## src/plap_ram.sv

```systemverilog
// Generic single-write, single-read RAM with a registered read port.
module plap_ram #(
  parameter int unsigned Width = 8,
  parameter int unsigned Depth = 16
) (
  input  logic                     clk_i,
  input  logic                     we_i,
  input  logic [$clog2(Depth)-1:0] waddr_i,
  input  logic [Width-1:0]         wdata_i,
  input  logic [$clog2(Depth)-1:0] raddr_i,
  output logic [Width-1:0]         rdata_o
);

  logic [Width-1:0] mem_q [Depth];
  logic [Width-1:0] rdata_q;

  // Write port and registered read.
  always_ff @(posedge clk_i) begin
    if (we_i) begin
      mem_q[waddr_i] <= wdata_i;
    end
    rdata_q <= mem_q[raddr_i];
  end

  assign rdata_o = rdata_q;

endmodule

```

## config.mk

```make
export PLATFORM = sky130hd
export DESIGN_NAME = plap_ram
export DESIGN_NICKNAME = d
export VERILOG_FILES = /design/src/plap_ram.sv
export SDC_FILE = /design/constraint.sdc
export NUM_CORES = 1
export LEC_CHECK = 0
export BUFFER_PORTS_ARGS = -buffer_cell sky130_fd_sc_hd__buf_2
export CORE_ASPECT_RATIO = 0.5
export CORE_MARGIN = 2
export CORE_UTILIZATION = 51
export CTS_CLUSTER_DIAMETER = 120
export CTS_CLUSTER_SIZE = 40
export DETAILED_ROUTE_END_ITERATION = 8
export HOLD_SLACK_MARGIN = 0.02
export PLACE_DENSITY_LB_ADDON = 0.1
export SLEW_MARGIN = 20
export SYNTH_ARGS = -nofsm -noshare
export SYNTH_HDL_FRONTEND = slang
export SYNTH_SLANG_ARGS = --single-unit
```

## constraint.sdc

```tcl
create_clock -name clk_i -period 1.4 [get_ports clk_i]
set_input_delay 0.07 -clock clk_i [delete_from_list [all_inputs] [get_ports clk_i]]
set_output_delay 0.07 -clock clk_i [all_outputs]
set_load 0.05 [all_outputs]
```

==> results of run 1 <==
[per-layer routing]
metal,share of wire,vias to the layer above,track usage
met5,0,-,0
met4,0.0039,0,0.07875
met1,0.45,1309,0.2758
met2,0.46,93,0.3071
met3,0.086,2,0.05697
li1,-,1089,-
[sequential cells by signal, summed over array words and instances, names as in the netlist]
| register | cells |
|---|---|
| mem_q | 128 |
| rdata_o | 8 |
[cells in the final DEF, fill, tap and decap left out]
cell type | synthesis | final
clkinv_2 | 0 | 4
a22oi_1 | 16 | 16
nand2b_1 | 2 | 2
nor3_2 | 0 | 1
nand3_1 | 1 | 1
and2b_1 | 1 | 1
buf_12 | 0 | 4
or3b_2 | 1 | 1
buf_4 | 1 | 21
clkbuf_16 | 0 | 17
clkinvlp_4 | 0 | 2
dfxtp_1 | 8 | 8
nor2_1 | 13 | 13
edfxtp_1 | 128 | 128
mux4_2 | 18 | 18
mux4_1 | 14 | 14
nand3b_1 | 2 | 2
nand2_1 | 9 | 9
nor3_1 | 4 | 3
and2_1 | 1 | 1
buf_2 | 3 | 25
nor2b_1 | 1 | 1
clkinv_1 | 0 | 3
bufinv_16 | 0 | 2
clkbuf_8 | 0 | 1
clkbuf_1 | 0 | 3
[area by class of cell]
type	instances	area, µm²	area share
multi-input combinational	83	1062	0.1726
sequential	136	4004	0.6505
clock inverter	11	106.4	0.01728
clock buffer	21	450.4	0.07319
tap	135	168.9	0.02744
timing repair buffer	50	362.8	0.05896
[worst max-delay path, delay by kind of cell, from the launching register on]
family	cells	cell delay [ns]
AND/OR/NAND/NOR	1	0.07
AO/OA/AOI/OAI	1	0.26
flip-flops	1	0.35
multiplexers	1	0.51
[cell families after synthesis]
kind of cell,count (synthesis)
flip-flops,136
multiplexers,32
buffers and inverters,10
AND/OR/NAND/NOR,35
AO/OA/AOI/OAI,16
[metrics by stage]
stage                     TNS, ns  total power, mW  setup slack, ns  instances    util
after floorplan                 0            4.983          0.06385        229       -
after global placement    -0.1214            5.175         -0.07320        404  0.5810
after detailed placement  -0.1380            5.190         -0.06010        404  0.5810
after CTS                       0            9.359          0.06381        436  0.6388
after global routing            0            9.558          0.01715        436  0.6388
final                           0            9.285          0.07717        436  0.6388
[synthesized netlist by cell type, drive strengths merged]
library cell / instances
a22oi: 16
and2: 1
and2b: 1
buf: 7
clkdlybuf4s25: 3
dfxtp: 8
edfxtp: 128
mux4: 32
nand2: 9
nand2b: 2
nand3: 1
nand3b: 2
nor2: 13
nor2b: 1
nor3: 4
or3b: 1
[power by group]
group	switching (mW)	total [mW]	internal (mW)
Clock	1.55	4.19	2.63
Combinational	0.322	0.519	0.197
Sequential	0.0263	4.58	4.55
[worst max-delay path by stage]
stage | start | to | slack (ns) | cells after the start
floorplan | waddr_i[2] | mem_q[3][0] | 0.06 | 2
global placement | raddr_i[0] | rdata_o[4] | -0.07 | 5
detailed placement | raddr_i[0] | rdata_o[4] | -0.06 | 5
CTS | mem_q[1][3] | rdata_o[3] | 0.06 | 3
global route | mem_q[2][3] | rdata_o[3] | 0.02 | 3
finish | mem_q[9][4] | rdata_o[4] | 0.08 | 3
==> results by group, run 1 <==
Final layout
  – Ant. Diodes: 0
  – Fillers: 670
  – Proportion of layout cells with a drive suffix above 1: 0.3189
  – Syn-to-layout area delta: 19.57%
  – Finished Cell Area: 0.006155 mm²
  – Fin nets: 306

Global route
  – Antenna violations before repair: 0
  – Pin count of the biggest net entering global routing: 33
  – Vias in the first global route: about 2600
  – Remaining global-route overflow: 0
  – GRT Total Usage: 0.1984
  – First-pass GRT wire length: 14.95 mm

Synth
  – Synth Area in Compound Gates: 0.02333
  – Post-Synthesis Cell Area: 0.005147 mm²
  – Synth top area share: 0.7467
  – Mapped Cells: 229
  – Number of synthesized register bits: 136
  – Combinational family with the most area after synthesis: multiplexers
  – Adder-cell share of the synthesized area: 0
  – Synth top area cells: edfxtp_1 (75%), mux4_2 (7.9%), mux4_1 (7.1%)
  – Simple-gate share of the synthesized area: 0.03184
  – Post-Synth XOR/XNOR Area: 0
  – Multiplexer area fraction after synthesis: 0.1502
  – Yosys warnings: 0
  – Mapped Avg Cell Area: 22.48 µm²
  – Seq/Total Area, Yosys: 0.7778
  – Synthesized net count: 247
  – Yosys cell types: 19
  – Largest area contributor in the netlist: edfxtp_1

Detailed routing
  – Initial drt markers: around 240
  – Vias: 2493
  – Wire per inst: between 20 and 25 µm
  – Drt pass-1 iters: 4
  – Via density: about 5.7
  – WL final: 9.845 mm
  – DR DRC count: 0
  – Final ANT Viol Nets: 0

Worst setup path
  – R2R Path End: rdata_o[4]
  – RR Startpoint: mem_q[9][4]
  – Setup CP Type: register to register
  – R2R depth: 3
  – Critical Path Fanout Max: 1
  – Crit. End Element: register
  – Max incr delay on CP: 0.51 ns
  – CP arrival: between 1.5 and 2 ns
  – Startpoint Class: register
  – Slowest cell on crit path: mux4_1
  – Worst EP required: 1.68 ns
  – Reg2reg setup slack: 0.08 ns
  – Cell chain of the critical path: mux4_1 -> a22oi_1 -> nand2_1

Power and ir drop
  – VDD IR max: 0.9757 mV
  – Power Dens Cells: around 1500 mW/mm²
  – Leak pwr: 2.115 nW

Placement
  – DP HPWL: around 6.5 mm
  – Placed Area: 0.005598 mm²
  – Routability cong.: 0.8659
  – Buffers on Ports: 25

Clock network
  – Clock-pin slew on the worst setup and hold paths: 0.06 ns
  – Max clock buf depth: 2
  – H-tree levels: 4
  – Setup bufs post-CTS: 0
  – CTS Buf Count: 17
  – Hold_buf cts: 0
  – Skew-Pair Late Insertion Delay: 0.42 ns
  – Clock Tree Root: clkbuf_16
  – PostCTS Resize Cnt: 0
  – CTS sink count: 136
  – CTS tree: built

Timing
  – Fin. Hold Viols: 0
  – RSZ-0062 raised after global routing: no
  – Slew @ Worst Pin: 0.8206 ns
  – Final setup violation count: 0
  – Rel. slew slack: 0.4518
  – Final clock skew: 0.02280 ns
  – Max Slew Vio Count: 0
  – F_max: 756.0 MHz
  – Fin crit period: 1.323 ns
  – Period utilization: 0.9449
  – Minimum hold slack: 0.02887 ns

Floorplan
  – Die area: 0.01096 mm²
  – Core ar.: 0.009634 mm²
  – Row cnt: 25
  – Starting Density: 0.5343
  – Die height: around 75 µm
  – I/O pin count: 26
  – Die width: 146.1 µm

Status
  – Status: finished, final reports clean

Min path
  – Worst Hold Class: input pin to register
  – Hold Crit Start: wdata_i[7]
  – WHS Endpoint: mem_q[5][7]
  – Hold path depth: 1

Run
  – Max-cap check violation count: 0
No activity file was read; power rests on OpenSTA's default activity.
==> run 2, diff against run 1 <==
==> constraint.sdc (replaced) <==
create_clock -name clk_i -period 1.4 [get_ports clk_i]
set_input_delay 0.28 -clock clk_i [delete_from_list [all_inputs] [get_ports clk_i]]
set_output_delay 0.28 -clock clk_i [all_outputs]
set_load 0.05 [all_outputs]
==> results by group, run 2 (synthesis gave the netlist of run 1 again) <==
Power and ir drop
  – Power Dens Cells: 1475 mW/mm² (was 1509 mW/mm²)
  – Leak pwr: 2.172 nW (was 2.115 nW)
  – VDD IR max: 0.9213 mV (was 0.9757 mV)

Global route
  – Antenna violations before repair: 0 (unchanged)
  – Remaining global-route overflow: 0 (unchanged)
  – First-pass GRT wire length: 15.86 mm (was 14.95 mm)
  – GRT Total Usage: 0.2141 (was 0.1984)
  – Pin count of the biggest net entering global routing: 18 (was 33)
  – Vias in the first global route: 2621 (was 2554)

Final layout
  – Syn-to-layout area delta: 23.07% (was 19.57%)
  – Fin nets: 316 (was 306)
  – Most frequent cells in the layout: edfxtp_1 (128), buf_4 (27), buf_2 (25), mux4_2 (20), clkbuf_16 (17) (was edfxtp_1 (128), buf_2 (25), buf_4 (21), mux4_2 (18), clkbuf_16 (17))
  – Commonest non-fill, non-tap cell in the layout: edfxtp_1 (unchanged)
  – Proportion of layout cells with a drive suffix above 1: 0.3968 (was 0.3189)
  – Max reg flops: 128 (unchanged)
  – Ant. Diodes: 0 (unchanged)
  – Final design utilization: 0.6575 (was 0.6388)
  – Biggest register: mem_q (unchanged)

Timing
  – Max Slew Vio Count: 0 (unchanged)
  – Slew @ Worst Pin: 0.8434 ns (was 0.8206 ns)
  – Fin crit period: 1.380 ns (was 1.323 ns)
  – Final WS setup: 0.01955 ns (was 0.07717 ns)
  – Total negative slack: 0 ns (unchanged)
  – Final clock skew: 0.008838 ns (was 0.02280 ns)
  – Period utilization: 0.9860 (was 0.9449)
  – RSZ-0062 raised after global routing: yes (was no)
  – F_max: 724.4 MHz (was 756.0 MHz)
  – Fin. Hold Viols: 0 (unchanged)
  – Rel. slew slack: 0.4356 (was 0.4518)
  – Minimum hold slack: 0.2613 ns (was 0.02887 ns)
  – Final setup violation count: 0 (unchanged)

Floorplan
  – Die area: 0.01096 mm² (unchanged)
  – Die width: 146.1 µm (unchanged)
  – I/O pin count: 26 (unchanged)
  – Starting Density: 0.5343 (unchanged)
  – Row cnt: 25 (unchanged)
  – Core ar.: 0.009634 mm² (unchanged)
  – Die height: 75.04 µm (unchanged)

Worst setup path
  – Largest delay share family, worst path: multiplexers (unchanged)
  – Cell chain of the critical path: mux4_2 -> a22oi_2 -> buf_4 -> nand2_2 (was mux4_1 -> a22oi_1 -> nand2_1)
  – CP arrival: 1.68 ns (was 1.61 ns)
  – Critical Path Fanout Max: 1 (unchanged)
  – Startpoint Class: register (unchanged)
  – Slowest cell on crit path: mux4_2 (was mux4_1)
  – Crit. End Element: register (unchanged)
  – Setup CP Type: register to register (unchanged)
  – Worst path bufs/invs: 1 (was 0)
  – Max incr delay on CP: 0.49 ns (was 0.51 ns)
  – Worst EP required: 1.70 ns (was 1.68 ns)

Detailed routing
  – Vias: 2466 (was 2493)
  – DR DRC count: 0 (unchanged)
  – Via density: 5.542 (was 5.718)
  – Drt pass-1 iters: 4 (unchanged)
  – WL final: 10.33 mm (was 9.845 mm)
  – Wire per inst: 23.21 µm (was 22.58 µm)
  – Final ANT Viol Nets: 0 (unchanged)
  – Initial drt markers: 220 (was 235)

Clock network
  – H-tree levels: 4 (unchanged)
  – Skew-Pair Late Insertion Delay: 0.41 ns (was 0.42 ns)
  – CTS tree: built (unchanged)
  – Clock-pin slew on the worst setup and hold paths: 0.06 ns (about the same)
  – CTS sink count: 136 (unchanged)
  – Setup bufs post-CTS: 0 (unchanged)
  – Max clock buf depth: 2 (unchanged)
  – Clock Tree Root: clkbuf_16 (unchanged)
  – CTS Buf Count: 17 (unchanged)

Placement
  – Buffers on Ports: 25 (unchanged)
  – Routability cong.: 0.7667 (was 0.8659)
  – DP HPWL: 6.773 mm (was 6.475 mm)
  – Worst slack, placed: -0.4510 ns (was -0.06010 ns)

Run
  – Max-cap check violation count: 0 (unchanged)

Status
  – Status: finished, final reports clean (unchanged)

Min path
  – Worst Hold Class: input pin to register (unchanged)
## run 2: final timing paths
path         slack, ns      endpoint  cells after the start         start
max               0.02    rdata_o[5]                      4   mem_q[3][5]
min               0.26  mem_q[10][3]                      1    wdata_i[3]
max reg2reg       0.02    rdata_o[5]                      4   mem_q[3][5]
min reg2reg       0.67    rdata_o[6]                      3  mem_q[12][6]
## run 2: final cells by class
type / count / area, µm²
timing repair buffer: 60 / 488.0
fill: 672 / 3299
multi-input combinational: 83 / 1114
clock buffer: 17 / 425.4
sequential: 136 / 4004
tap: 135 / 168.9
clock inverter: 14 / 135.1
## run 2: power by group
group / total [mW] / internal [mW] / switching, mW
clock network: 4.17 / 2.58 / 1.59
logic: 0.595 / 0.238 / 0.357
registers: 4.58 / 4.55 / 0.0273
total: 9.35 / 7.37 / 1.97
## run 2: metrics by stage
stage                     instance area [µm²]  power [mW]  cells
final                                    6335       9.345    445
after CTS                                6335       9.416    445
after global routing                     6335       9.640    445
after floorplan                          5186       4.990    229
after global placement                   5749       5.234    414
after detailed placement                 5749       5.252    414
## run 2: per-layer routing
layer	GRT usage	vias up	wire length, µm	share of wire
li1	-	1111	-	-
met1	0.2979	1271	4612	0.45
met2	0.3318	80	4731	0.46
met3	0.07030	4	921	0.089
met4	0.06796	0	63	0.0061
met5	0	-	0	0
## run 2: timing repair
| action | 4_1_cts | 5_1_grt |
|---|---|---|
| pin swaps | 0 | 3 |
| hold buffers | 0 | 0 |
| gates resized for setup | 5 | 4 |
| endpoints found under the setup margin | 5 | 5 |
==> run 3, diff against run 2 <==
- REMOVE_ABC_BUFFERS: unset -> 1
==> results by group, run 3 (synthesis gave the netlist of run 1 again) <==
Status
  – Status: finished, final reports clean (unchanged)

Clock network
  – Clock-pin slew on the worst setup and hold paths: 0.06 ns (about the same)
  – Skew-Pair Late Insertion Delay: 0.41 ns (about the same)
  – Setup bufs post-CTS: 0 (unchanged)
  – CTS Buf Count: 17 (unchanged)
  – CTS sink count: 136 (unchanged)
  – CTS tree: built (unchanged)
  – Max clock buf depth: 2 (unchanged)
  – Clock Tree Root: clkbuf_16 (unchanged)
  – Hold_buf cts: 0 (unchanged)
  – H-tree levels: 4 (unchanged)

Final layout
  – Proportion of layout cells with a drive suffix above 1: 0.3604 (was 0.3968)
  – Combined area of the multi-input logic cells: 0.001090 mm² (was 0.001114 mm²)
  – Finished Cell Area: 0.006254 mm² (was 0.006335 mm²)
  – Post-Layout Cell Count: 443 (was 445)
  – Max reg flops: 128 (unchanged)
  – Syn-to-layout area delta: 21.49% (was 23.07%)
  – Ant. Diodes: 0 (unchanged)
  – Register Area: 0.004004 mm² (unchanged)
  – Most frequent cells in the layout: edfxtp_1 (128), buf_4 (28), buf_2 (25), mux4_2 (18), clkbuf_16 (17) (was edfxtp_1 (128), buf_4 (27), buf_2 (25), mux4_2 (20), clkbuf_16 (17))
  – Commonest non-fill, non-tap cell in the layout: edfxtp_1 (unchanged)
  – Biggest register: mem_q (unchanged)
  – Fillers: 670 (was 672)
  – Fin nets: 313 (was 316)

Timing
  – F_max: 730.3 MHz (was 724.4 MHz)
  – Max Slew Vio Count: 0 (unchanged)
  – Final clock skew: 0.01053 ns (was 0.008838 ns)
  – Minimum hold slack: 0.2671 ns (was 0.2613 ns)
  – Fin crit period: 1.369 ns (was 1.380 ns)
  – Rel. slew slack: 0.4452 (was 0.4356)
  – Final WS setup: 0.03071 ns (was 0.01955 ns)
  – Period utilization: 0.9781 (was 0.9860)
  – Slew @ Worst Pin: 0.8305 ns (was 0.8434 ns)
  – Fin. Hold Viols: 0 (unchanged)
  – Final setup violation count: 0 (unchanged)
  – RSZ-0062 raised after global routing: no (was yes)

Global route
  – GRT Total Usage: 0.2078 (was 0.2141)
  – Antenna violations before repair: 0 (unchanged)
  – Pin count of the biggest net entering global routing: 17 (was 18)
  – Remaining global-route overflow: 0 (unchanged)
  – First-pass GRT wire length: 15.42 mm (was 15.86 mm)
  – Vias in the first global route: 2548 (was 2621)

Power and ir drop
  – Fraction of power consumed by sequential logic: 0.488 (was 0.490)
  – Power Dens Cells: 1502 mW/mm² (was 1475 mW/mm²)
  – Internal power: 7.453 mW (was 7.372 mW)
  – Logic pwr share: 0.061 (was 0.064)
  – VDD IR max: 0.9580 mV (was 0.9213 mV)
  – NetSw: 1.937 mW (was 1.973 mW)
  – Net Sw Frac: 0.2063 (was 0.2111)
  – Leak pwr: 2.151 nW (was 2.172 nW)
  – Clock share of power: 0.451 (was 0.446)

Floorplan
  – I/O pin count: 26 (unchanged)
  – Starting Density: 0.5343 (unchanged)
  – Core ar.: 0.009634 mm² (unchanged)
  – Die height: 75.04 µm (unchanged)
  – Die width: 146.1 µm (unchanged)
  – Die area: 0.01096 mm² (unchanged)
  – Row cnt: 25 (unchanged)

Placement
  – Worst slack, placed: -0.4199 ns (was -0.4510 ns)
  – DP HPWL: 6.754 mm (was 6.773 mm)
  – Routability cong.: 0.7514 (was 0.7667)
  – Buffers on Ports: 25 (unchanged)
  – Placed Area: 0.005645 mm² (was 0.005749 mm²)
  – Placed cells: 411 (was 414)

Detailed routing
  – Post-Route M1 WL: 4.826 mm (was 4.612 mm)
  – DR DRC count: 0 (unchanged)
  – Vias: 2475 (was 2466)
  – Via density: 5.587 (was 5.542)
  – WL final: 10.23 mm (was 10.33 mm)
  – Top routing layer in use: met4 (unchanged)
  – Drt pass-1 iters: 6 (was 4)
  – WL met2: 4.722 mm (was 4.731 mm)
  – Routed met3 length: 596 µm (was 921 µm)
  – Final ANT Viol Nets: 0 (unchanged)
  – Initial drt markers: 183 (was 220)
  – Wire per inst: 23.09 µm (was 23.21 µm)

Run
  – Max-cap check violation count: 0 (unchanged)

Min path
  – Worst Hold Class: input pin to register (unchanged)

Worst setup path
  – Max incr delay on CP: 0.52 ns (was 0.49 ns)
  – CP arrival: 1.67 ns (was 1.68 ns)
  – Startpoint Class: register (unchanged)
  – Worst EP required: 1.70 ns (about the same)
  – Cell chain of the critical path: mux4_1 -> a22oi_2 -> nand2_1 (was mux4_2 -> a22oi_2 -> buf_4 -> nand2_2)
  – Setup CP Type: register to register (unchanged)
  – Critical Path Fanout Max: 1 (unchanged)
  – Largest delay share family, worst path: multiplexers (unchanged)
  – Slowest cell on crit path: mux4_1 (was mux4_2)
  – Worst path bufs/invs: 0 (was 1)
  – Crit. End Element: register (unchanged)
run 3: through the flow:
step / total power [mW] / setup TNS [ns] / utilization
after detailed placement: 5.227 / -6.598 / 0.5860
after global routing: 9.676 / 0 / 0.6491
final: 9.390 / 0 / 0.6491
after global placement: 5.212 / -6.102 / 0.5860
after floorplan: 4.934 / -7.312 / -
after CTS: 9.447 / 0 / 0.6478
run 3: worst paths after layout:
path | startpoint | to | slack, ns | cells after the start
setup / recovery | mem_q[2][5] | rdata_o[5] | 0.03 | 3
hold / removal | wdata_i[3] | mem_q[4][3] | 0.27 | 1
setup reg to reg | mem_q[2][5] | rdata_o[5] | 0.03 | 3
hold reg to reg | mem_q[13][0] | rdata_o[0] | 0.67 | 3
run 3: routing by layer:
| metal | up-vias | global-route usage |
|---|---|---|
| li1 | 1107 | - |
| met1 | 1295 | 0.2828 |
| met2 | 63 | 0.3302 |
| met4 | 0 | 0.07443 |
| met3 | 10 | 0.06303 |
| met5 | - | 0 |
run 3: final cells by class:
cell class,count,area share
clock buffer,26,0.08143
tap,135,0.02701
timing repair buffer,57,0.06643
sequential,136,0.6403
multi-input combinational,83,0.1743
clock inverter,6,0.01060
run 3: power groups by stage:
| stage | Sequential (mW) | Clock, mW | Combinational (mW) |
|---|---|---|---|
| 6_report | 4.58 | 4.23 | 0.575 |
| 5_1_grt | 4.59 | 4.48 | 0.610 |
| 4_1_cts | 4.58 | 4.29 | 0.571 |
| 3_5_place_dp | 4.67 | 0 | 0.562 |
| 3_3_place_gp | 4.66 | 0 | 0.550 |
| 2_1_floorplan | 4.75 | 0 | 0.182 |
run 3: what timing repair did:
item,CTS,global route
pin swaps,0,1
setup endpoints to repair,4,3
gates resized for setup,4,3
endpoints found under the hold margin,0,0
